$ cat config.mk
export PLATFORM = sky130hd
export DESIGN_NAME = fifo_queue_with_search_top
export DESIGN_NICKNAME = d
export VERILOG_FILES = /design/src/rtl/core/fqs_pkg.sv /design/src/rtl/core/fqs_front.sv /design/src/rtl/core/fqs_back.sv /design/src/rtl/core/fifo_queue_with_search_top.sv
export SDC_FILE = /design/constraint.sdc
export NUM_CORES = 1
export LEC_CHECK = 0
export BUFFER_PORTS_ARGS = -buffer_cell sky130_fd_sc_hd__buf_2
export CAP_MARGIN = 20
export CORE_AREA = 2 2 264 266
export DETAILED_ROUTE_END_ITERATION = 12
export DIE_AREA = 0 0 266 268
export GPL_ROUTABILITY_DRIVEN = 0
export HOLD_SLACK_MARGIN = 0.05
export PLACE_DENSITY = 0.56
export SLEW_MARGIN = 10
export SYNTH_ARGS = -nofsm -noshare
export SYNTH_HDL_FRONTEND = slang
export SYNTH_HIERARCHICAL = 1
export SYNTH_SLANG_ARGS = --single-unit
$ cat constraint.sdc
create_clock -name clock -period 6.15 [get_ports clock]
set_input_delay 1.23 -clock clock [delete_from_list [all_inputs] [get_ports clock]]
set_output_delay 1.23 -clock clock [all_outputs]
set_load 0.01 [all_outputs]
$ cat src/rtl/core/fqs_pkg.sv
// Package: shared types and constants of the searchable FIFO queue.
package fqs_pkg;

   localparam int DEPTH_DEFAULT      = 16;
   localparam int DATA_WIDTH_DEFAULT = 32;
   localparam int REQ_VALUE_W        = 32;
   localparam int RSP_DATA_W         = 32;
   localparam int RSP_POS_W          = 4;
   localparam int RSP_COUNT_W        = 5;
   localparam int CMDQ_DEPTH         = 2;
   localparam int CMDQ_PTR_W         = $clog2(CMDQ_DEPTH);
   localparam int CMDQ_FILL_W        = $clog2(CMDQ_DEPTH + 1);

   typedef enum logic [1:0] {
      CMD_PUSH   = 2'd0,
      CMD_POP    = 2'd1,
      CMD_SEARCH = 2'd2,
      CMD_DUMP   = 2'd3
   } cmd_type;

   typedef enum logic [1:0] {
      ST_OK        = 2'd0,
      ST_EMPTY     = 2'd1,
      ST_FULL      = 2'd2,
      ST_NOT_FOUND = 2'd3
   } status_type;

   typedef enum logic {
      S_IDLE = 1'b0,
      S_WALK = 1'b1
   } state_type;

   typedef struct packed {
      cmd_type                 cmd;
      logic [REQ_VALUE_W-1:0]  value;
   } op_type;

endpackage

$ cat src/rtl/core/fqs_front.sv
// Front end: request transfer, command decode and a short command queue.
module fqs_front
   import fqs_pkg::*;
(
   input  logic                   clock,
   input  logic                   reset,
   input  logic                   start,
   output logic                   busy,
   input  logic [1:0]             req_command,
   input  logic [REQ_VALUE_W-1:0] req_value,
   output logic                   op_valid,
   output op_type                 op,
   input  logic                   op_pop
);

   op_type                 slot_ff [CMDQ_DEPTH];
   logic [CMDQ_PTR_W-1:0]  wr_ptr_ff, wr_ptr_in;
   logic [CMDQ_PTR_W-1:0]  rd_ptr_ff, rd_ptr_in;
   logic [CMDQ_FILL_W-1:0] fill_ff, fill_in;
   logic                   accept;
   op_type                 new_op;

   assign busy     = (fill_ff == CMDQ_FILL_W'(CMDQ_DEPTH));
   assign accept   = start && !busy;
   assign op_valid = (fill_ff != '0);
   assign op       = slot_ff[rd_ptr_ff];

   always_comb begin
      new_op.cmd   = cmd_type'(req_command);
      new_op.value = req_value;
      wr_ptr_in    = wr_ptr_ff;
      rd_ptr_in    = rd_ptr_ff;
      if (accept) begin
         wr_ptr_in = (wr_ptr_ff == CMDQ_PTR_W'(CMDQ_DEPTH - 1)) ? '0 : wr_ptr_ff + 1'b1;
      end
      if (op_pop) begin
         rd_ptr_in = (rd_ptr_ff == CMDQ_PTR_W'(CMDQ_DEPTH - 1)) ? '0 : rd_ptr_ff + 1'b1;
      end
      fill_in = fill_ff + CMDQ_FILL_W'(accept) - CMDQ_FILL_W'(op_pop);
   end

   always_ff @(posedge clock) begin
      if (reset) begin
         wr_ptr_ff <= '0;
         rd_ptr_ff <= '0;
         fill_ff   <= '0;
      end else begin
         wr_ptr_ff <= wr_ptr_in;
         rd_ptr_ff <= rd_ptr_in;
         fill_ff   <= fill_in;
      end
   end

   always_ff @(posedge clock) begin
      if (accept) begin
         slot_ff[wr_ptr_ff] <= new_op;
      end
   end

   assert property (@(posedge clock) disable iff (reset)
      op_pop |-> op_valid)
      else $error("command queue popped while empty");

   assert property (@(posedge clock) disable iff (reset)
      fill_ff <= CMDQ_FILL_W'(CMDQ_DEPTH))
      else $error("command queue overfilled");

   assert property (@(posedge clock) disable iff (reset)
      (accept && !op_pop) |=> (fill_ff == $past(fill_ff) + 1'b1))
      else $error("command queue lost a transfer");

endmodule

$ cat src/rtl/core/fqs_back.sv
// Back end: ring store, head/tail/occupancy and the walk sequencer.
module fqs_back
   import fqs_pkg::*;
#(
   parameter int DEPTH      = DEPTH_DEFAULT,
   parameter int DATA_WIDTH = DATA_WIDTH_DEFAULT
) (
   input  logic                   clock,
   input  logic                   reset,
   input  logic                   op_valid,
   input  op_type                 op,
   output logic                   op_pop,
   output logic                   rsp_strobe,
   output logic [1:0]             rsp_status,
   output logic [RSP_DATA_W-1:0]  rsp_data_out,
   output logic [RSP_POS_W-1:0]   rsp_position,
   output logic [RSP_COUNT_W-1:0] rsp_count,
   output logic                   rsp_last
);

   localparam int IDX_W = $clog2(DEPTH);
   localparam int CNT_W = $clog2(DEPTH + 1);
   localparam logic [IDX_W-1:0] LAST_SLOT = IDX_W'(DEPTH - 1);

   logic [DATA_WIDTH-1:0] mem [DEPTH];
   logic [DATA_WIDTH-1:0] rd_data_ff;
   logic [IDX_W-1:0]      rd_addr;
   logic                  mem_we;
   logic [DATA_WIDTH-1:0] value_ext;

   state_type             state_ff, state_in;
   cmd_type               op_cmd_ff, op_cmd_in;
   logic [DATA_WIDTH-1:0] op_val_ff, op_val_in;
   logic [IDX_W-1:0]      head_ff, head_in;
   logic [IDX_W-1:0]      tail_ff, tail_in;
   logic [CNT_W-1:0]      occ_ff, occ_in;
   logic [IDX_W-1:0]      idx_ff, idx_in;
   logic [IDX_W-1:0]      ptr_ff, ptr_in;
   logic                  last_idx;

   logic                  emit;
   status_type            emit_status;
   logic [DATA_WIDTH-1:0] emit_data;
   logic [IDX_W-1:0]      emit_pos;
   logic [CNT_W-1:0]      emit_cnt;
   logic                  emit_last;

   logic                   rsp_strobe_ff;
   status_type             rsp_status_ff;
   logic [RSP_DATA_W-1:0]  rsp_data_ff, rsp_data_in;
   logic [RSP_POS_W-1:0]   rsp_pos_ff, rsp_pos_in;
   logic [RSP_COUNT_W-1:0] rsp_count_ff, rsp_count_in;
   logic                   rsp_last_ff;

   generate
      if (DATA_WIDTH <= REQ_VALUE_W) begin : g_val_trunc
         assign value_ext = op.value[DATA_WIDTH-1:0];
      end else begin : g_val_sext
         assign value_ext = {{(DATA_WIDTH - REQ_VALUE_W){op.value[REQ_VALUE_W-1]}}, op.value};
      end
      if (DATA_WIDTH >= RSP_DATA_W) begin : g_dout_trunc
         assign rsp_data_in = emit_data[RSP_DATA_W-1:0];
      end else begin : g_dout_zext
         assign rsp_data_in = {{(RSP_DATA_W - DATA_WIDTH){1'b0}}, emit_data};
      end
      if (IDX_W >= RSP_POS_W) begin : g_pos_trunc
         assign rsp_pos_in = emit_pos[RSP_POS_W-1:0];
      end else begin : g_pos_zext
         assign rsp_pos_in = {{(RSP_POS_W - IDX_W){1'b0}}, emit_pos};
      end
      if (CNT_W >= RSP_COUNT_W) begin : g_cnt_trunc
         assign rsp_count_in = emit_cnt[RSP_COUNT_W-1:0];
      end else begin : g_cnt_zext
         assign rsp_count_in = {{(RSP_COUNT_W - CNT_W){1'b0}}, emit_cnt};
      end
   endgenerate

   assign last_idx = (CNT_W'(idx_ff) + CNT_W'(1) == occ_ff);

   always_comb begin
      state_in    = state_ff;
      op_cmd_in   = op_cmd_ff;
      op_val_in   = op_val_ff;
      head_in     = head_ff;
      tail_in     = tail_ff;
      occ_in      = occ_ff;
      idx_in      = idx_ff;
      ptr_in      = ptr_ff;
      rd_addr     = ptr_ff;
      mem_we      = 1'b0;
      op_pop      = 1'b0;
      emit        = 1'b0;
      emit_status = ST_OK;
      emit_data   = '0;
      emit_pos    = '0;
      emit_cnt    = occ_ff;
      emit_last   = 1'b1;
      unique case (state_ff)
         S_IDLE: begin
            if (op_valid) begin
               op_pop    = 1'b1;
               op_cmd_in = op.cmd;
               op_val_in = value_ext;
               rd_addr   = head_ff;
               ptr_in    = (head_ff == LAST_SLOT) ? '0 : head_ff + 1'b1;
               idx_in    = '0;
               unique case (op.cmd)
                  CMD_PUSH: begin
                     emit = 1'b1;
                     if (occ_ff == CNT_W'(DEPTH)) begin
                        emit_status = ST_FULL;
                     end else begin
                        mem_we   = 1'b1;
                        tail_in  = (tail_ff == LAST_SLOT) ? '0 : tail_ff + 1'b1;
                        occ_in   = occ_ff + 1'b1;
                        emit_cnt = occ_ff + 1'b1;
                     end
                  end
                  CMD_POP, CMD_DUMP: begin
                     if (occ_ff == '0) begin
                        emit        = 1'b1;
                        emit_status = ST_EMPTY;
                     end else begin
                        state_in = S_WALK;
                     end
                  end
                  CMD_SEARCH: begin
                     if (occ_ff == '0) begin
                        emit        = 1'b1;
                        emit_status = ST_NOT_FOUND;
                        emit_data   = value_ext;
                     end else begin
                        state_in = S_WALK;
                     end
                  end
               endcase
            end
         end
         S_WALK: begin
            ptr_in = (ptr_ff == LAST_SLOT) ? '0 : ptr_ff + 1'b1;
            idx_in = idx_ff + 1'b1;
            unique case (op_cmd_ff)
               CMD_POP: begin
                  emit      = 1'b1;
                  emit_data = rd_data_ff;
                  head_in   = (head_ff == LAST_SLOT) ? '0 : head_ff + 1'b1;
                  occ_in    = occ_ff - 1'b1;
                  emit_cnt  = occ_ff - 1'b1;
                  state_in  = S_IDLE;
               end
               CMD_SEARCH: begin
                  emit_data = op_val_ff;
                  if (rd_data_ff == op_val_ff) begin
                     emit     = 1'b1;
                     emit_pos = idx_ff;
                     state_in = S_IDLE;
                  end else if (last_idx) begin
                     emit        = 1'b1;
                     emit_status = ST_NOT_FOUND;
                     state_in    = S_IDLE;
                  end
               end
               CMD_DUMP: begin
                  emit      = 1'b1;
                  emit_data = rd_data_ff;
                  emit_last = last_idx;
                  if (last_idx) begin
                     state_in = S_IDLE;
                  end
               end
               CMD_PUSH: begin
                  state_in = S_IDLE;
               end
            endcase
         end
      endcase
   end

   always_ff @(posedge clock) begin
      if (reset) begin
         state_ff      <= S_IDLE;
         head_ff       <= '0;
         tail_ff       <= '0;
         occ_ff        <= '0;
         rsp_strobe_ff <= 1'b0;
      end else begin
         state_ff      <= state_in;
         head_ff       <= head_in;
         tail_ff       <= tail_in;
         occ_ff        <= occ_in;
         rsp_strobe_ff <= emit;
      end
   end

   always_ff @(posedge clock) begin
      op_cmd_ff     <= op_cmd_in;
      op_val_ff     <= op_val_in;
      idx_ff        <= idx_in;
      ptr_ff        <= ptr_in;
      rsp_status_ff <= emit_status;
      rsp_data_ff   <= rsp_data_in;
      rsp_pos_ff    <= rsp_pos_in;
      rsp_count_ff  <= rsp_count_in;
      rsp_last_ff   <= emit_last;
   end

   always_ff @(posedge clock) begin
      if (mem_we) begin
         mem[tail_ff] <= value_ext;
      end
      rd_data_ff <= mem[rd_addr];
   end

   assign rsp_strobe   = rsp_strobe_ff;
   assign rsp_status   = rsp_status_ff;
   assign rsp_data_out = rsp_data_ff;
   assign rsp_position = rsp_pos_ff;
   assign rsp_count    = rsp_count_ff;
   assign rsp_last     = rsp_last_ff;

   assert property (@(posedge clock) disable iff (reset)
      occ_ff <= CNT_W'(DEPTH))
      else $error("occupancy above depth");

   assert property (@(posedge clock) disable iff (reset)
      (occ_ff == '0 || occ_ff == CNT_W'(DEPTH)) |-> (head_ff == tail_ff))
      else $error("head and tail disagree with occupancy");

   assert property (@(posedge clock) disable iff (reset)
      (state_ff == S_WALK && op_cmd_ff == CMD_DUMP) |=> rsp_strobe_ff)
      else $error("dump skipped a cycle");

   assert property (@(posedge clock) disable iff (reset)
      (state_ff == S_WALK) |-> !op_pop)
      else $error("command taken during a walk");

endmodule

$ cat src/rtl/core/fifo_queue_with_search_top.sv
// Top level: searchable FIFO queue, front end and back end joined by a command queue.
// Push and empty/full reports are settled at decode; pop, search and dump walk
// the ring store from head; a dump gives one result per entry, rsp_last on the last.
// Throughput: push 1 per cycle outside walks; no new command is taken during a walk,
// and the single read port of the ring store gives one entry per cycle to a walk.
// Synchronous reset clears occupancy, head and tail; store contents stay undefined.
// Results appear for one cycle on rsp_strobe; the receiver cannot stall.
module fifo_queue_with_search_top
   import fqs_pkg::*;
#(
   parameter int DEPTH      = DEPTH_DEFAULT,
   parameter int DATA_WIDTH = DATA_WIDTH_DEFAULT
) (
   input  logic                          clock,
   input  logic                          reset,
   input  logic                          start,
   output logic                          busy,
   input  logic [1:0]                    req_command,
   input  logic signed [REQ_VALUE_W-1:0] req_value,
   output logic                          rsp_strobe,
   output logic [1:0]                    rsp_status,
   output logic signed [RSP_DATA_W-1:0]  rsp_data_out,
   output logic [RSP_POS_W-1:0]          rsp_position,
   output logic [RSP_COUNT_W-1:0]        rsp_count,
   output logic                          rsp_last
);

   logic                  op_valid;
   op_type                op;
   logic                  op_pop;
   logic [RSP_DATA_W-1:0] data_out;

   fqs_front u_front (
      .clock       (clock),
      .reset       (reset),
      .start       (start),
      .busy        (busy),
      .req_command (req_command),
      .req_value   (req_value),
      .op_valid    (op_valid),
      .op          (op),
      .op_pop      (op_pop)
   );

   fqs_back #(
      .DEPTH      (DEPTH),
      .DATA_WIDTH (DATA_WIDTH)
   ) u_back (
      .clock        (clock),
      .reset        (reset),
      .op_valid     (op_valid),
      .op           (op),
      .op_pop       (op_pop),
      .rsp_strobe   (rsp_strobe),
      .rsp_status   (rsp_status),
      .rsp_data_out (data_out),
      .rsp_position (rsp_position),
      .rsp_count    (rsp_count),
      .rsp_last     (rsp_last)
   );

   assign rsp_data_out = data_out;

endmodule

==> metrics.md <==
| Metric | Value |
|---|---|
| DRC | `0` |
| Required time of the critical path | `around 6.5 ns` |
| Placed Area | `about 29000 µm²` |
| Mapped Nets | `around 1600` |
| Vias per cell | `about 5.6` |
| Area occupied by multi-input gates | `slightly above 6000 µm²` |
| Period minus WS final | `between 3 and 4 ns` |
| Sequential area share after synthesis | `about three quarters` |
| Primary FF master, synth | `edfxtp_1` |
| Seq pwr share | `between 40% and 50%` |
| Yosys reg bits | `around 720` |
| Clock Power Share | `approximately 27%` |
| Ys async rst share | `0%` |
| Crit path DAT | `approximately 3.9 ns` |
| EDFF count, synth | `622` |
| Share of the synthesized area in the top cell type | `about 69%` |
| Row count | `96` |
| Grt ovf | `0` |
| Critical Path Source Type | `flop` |
| Final WS setup | `between 2 and 3 ns` |
| CP Cell Sequence | `mux2_2 -> a2111oi_4 -> nand2_1 -> nor2_4 -> buf_16` |
| Power Density | `between 500 and 600 nW/µm²` |
| TritonCTS Sinks | `718` |
| CTS max path bufs | `3` |
| First-pass GRT wire length | `around 97 mm` |
| Pleak | `10.9 nW` |
| Die width | `~270 µm` |
| Setup TNS | `0 ns` |
| Io pins | `83` |
| CP max stage delay | `0.74 ns` |
| Final setup fails | `0` |
| Power, Total | `between 15 and 20 mW` |
| Post-CTS Setup Inserts | `0` |
| Switching Share | `~34%` |
| Worst Reg-to-Reg Cells | `5` |
| CTS buffer count | `74` |
| Largest net degree at the start of global routing | `between 70 and 80` |
| # hold bufs at CTS | `0` |
| # fillers | `5854` |
| DRT Wirelength | `66.3 mm` |
| Port bufs | `slightly above 80` |
| CTS tree | `done` |
| # nets final | `1754` |
| Pre-antenna DRT Iters | `6` |
| Internal power | `roughly 11 mW` |
| VDD IR max | `between 0.0005 and 0.0006 V` |
| Synth warnings | `6` |
| Overall Global Routing Usage | `18.7%` |
| Register area | `between 20000 and 25000 µm²` |
| Root Buffer | `clkbuf_16` |
| Final Cycle Share | `about three fifths` |
| Initial Util | `about two fifths` |
| Most common cell in the netlist | `edfxtp_1` |
| Combinational cell fraction of total power | `about a third` |
| Unique masters post-synth | `53` |
| Number of global-route vias before repair | `around 15000` |
| Worst setup EP type | `flop` |
| CTS-repair resized insts | `0` |
| Slew Limit Fails | `0` |
| Routed len/inst | `around 25 µm` |
| Clock-pin slew on the worst setup and hold paths | `roughly 0.060 ns` |
| Syn Area/Cell | `between 15 and 20 µm²` |
| Post-route cell area | `~31000 µm²` |
| Slew @ Worst Pin | `around 1.1 ns` |
| Core ar. | `between 60000 and 70000 µm²` |
| Commonest cells post-synth | `622 x edfxtp_1, 212 x nand2_1, 96 x dfxtp_1, 71 x nand3_1, 64 x mux4_2` |
| Die ar. | `slightly above 70000 µm²` |
| Clk Latency, worst-skew pair | `0.61 ns` |
| Crit Path Max Fanout | `18` |
| Net Sw Power | `5.30 mW` |
| Slew headroom | `26.0%` |
| H-tree levels | `3` |
| Critical path class | `reg2reg` |
| Clock Skew | `around 0.022 ns` |
| Dpl ws | `2.28 ns` |
| Die span in y | `approximately 270 µm` |
| HPWL Detailed | `39.7 mm` |
| Detail Route Antenna Nets | `0` |
| Top post-synthesis cells by area | `edfxtp_1 69%, dfxtp_1 7.1%, mux4_2 5.3%` |
| Highest clock rate | `approximately 280 MHz` |
| Slowest stage cell, crit path | `dfxtp_2` |
| Run status | `complete, no violations` |
| Reg2reg end | `u_back/mem[15][9]` |
| Initial DRC count | `about 1500` |
| Final Hold Fails | `0` |
| Cell Area, Synth | `roughly 27000 µm²` |
| Layout area overhead | `15.3%` |
| Post-Syn Instances | `about 1600` |
| Share of layout cells above drive strength 1 | `about 21%` |
| Worst setup path endpoint | `u_back/mem[15][9]` |
| Routed vias | `14755` |
| Initial antenna violation count | `1` |
| Worst R2R Setup Slack | `2.57 ns` |
| Post-synth top area cell | `edfxtp_1` |
| MaxCap Viol Count | `0` |
| RSZ-0062 raised after global routing | `false` |
| Min-Delay Path Class | `reg2reg` |
## worst min-delay path by stage
stage | startpoint | to | cells past startpoint
after detailed placement | u_front/wr_ptr_ff | u_front/wr_ptr_ff | 2
after floorplan | u_front/wr_ptr_ff | u_front/wr_ptr_ff | 2
after global placement | u_front/wr_ptr_ff | u_front/wr_ptr_ff | 2
after CTS | u_front/wr_ptr_ff | u_front/wr_ptr_ff | 2
final | u_front/wr_ptr_ff | u_front/wr_ptr_ff | 2
after global routing | u_back/rd_data_ff[10] | u_back/rsp_data_out[10] | 2
## flip-flops by register name, summed over array words and instances (netlist names), 2 cells and up, named ones only
signal	flops
u_back/rsp_status	2
u_back/rd_data_ff	32
u_back/rsp_position	4
u_back/rsp_count	5
u_front/fill_ff	2
u_back/mem	512
u_front/slot_ff	68
u_back/rsp_data_out	32
u_back/head_ff	4
u_back/idx_ff	4
u_back/op_cmd_ff	2
u_back/op_val_ff	32
u_back/tail_ff	4
u_back/occ_ff	5
u_back/ptr_ff	4
## power by group through the flow
stage | clock, mW | sequential (mW) | combinational [mW]
4_1_cts | 4.42 | 6.50 | 5.08
5_1_grt | 4.61 | 6.55 | 5.41
3_5_place_dp | 0 | 6.60 | 5.07
2_1_floorplan | 0 | 6.52 | 3.38
6_report | 4.32 | 6.50 | 5.01
3_3_place_gp | 0 | 6.58 | 4.99
## through the flow
stage / hold slack (ns) / cells / util, %
2_1_floorplan: 0.451 / 1596 / -
3_3_place_gp: 0.465 / 2498 / 42.0
3_5_place_dp: 0.484 / 2505 / 42.2
4_1_cts: 0.494 / 2640 / 45.7
5_1_grt: 0.550 / 2646 / 45.9
6_report: 0.489 / 2653 / 45.9
## logic make-up after synthesis
logic type               share of synthesized area [%]
flip-flops                                        75.8
buffers and inverters                             2.13
XOR/XNOR                                          1.63
AO/OA/AOI/OAI                                     5.48
adder cells (fa/ha/maj)                          0.553
multiplexers                                      8.22
AND/OR/NAND/NOR                                   6.14
## layout by cell type (no fill, tap or decap), drive strengths merged, types with 32 or more instances in the layout
master    n
edfxtp  622
nand2   212
buf     120
clkbuf  113
dfxtp    96
nand3    71
mux4     64
inv      44
xor2     42
mux2     37
mux2i    37
nor2     34
a222oi   32
a32oi    32
a22o     32
a41o     32
## critical path: cells and delay by family, from the launching register on
kind                   cells  cell delay (ns)
AND/OR/NAND/NOR            2             1.03
buffers and inverters      1             0.24
multiplexers               1             0.47
AO/OA/AOI/OAI              1             0.74
flip-flops                 1             0.74
## layer usage
layer  global-route usage, %  vias to the layer above  part of all wire, %
met1                    25.7                     7746                   43
li1                        -                     6446                    -
met5                       0                        -                    0
met3                    3.02                       88                  6.5
met2                    30.4                      475                   48
met4                    6.44                        0                  2.5
## cell type report
class | instances | area share (%)
Sequential cell | 718 | 65.8
Multi-Input combinational cell | 749 | 19.8
Clock buffer | 113 | 6.94
Tap cell | 882 | 3.52
Timing Repair Buffer | 120 | 2.88
Clock inverter | 22 | 0.547
Inverter | 42 | 0.503
Antenna cell | 7 | 0.0559
(Power assumes the default switching activity.)
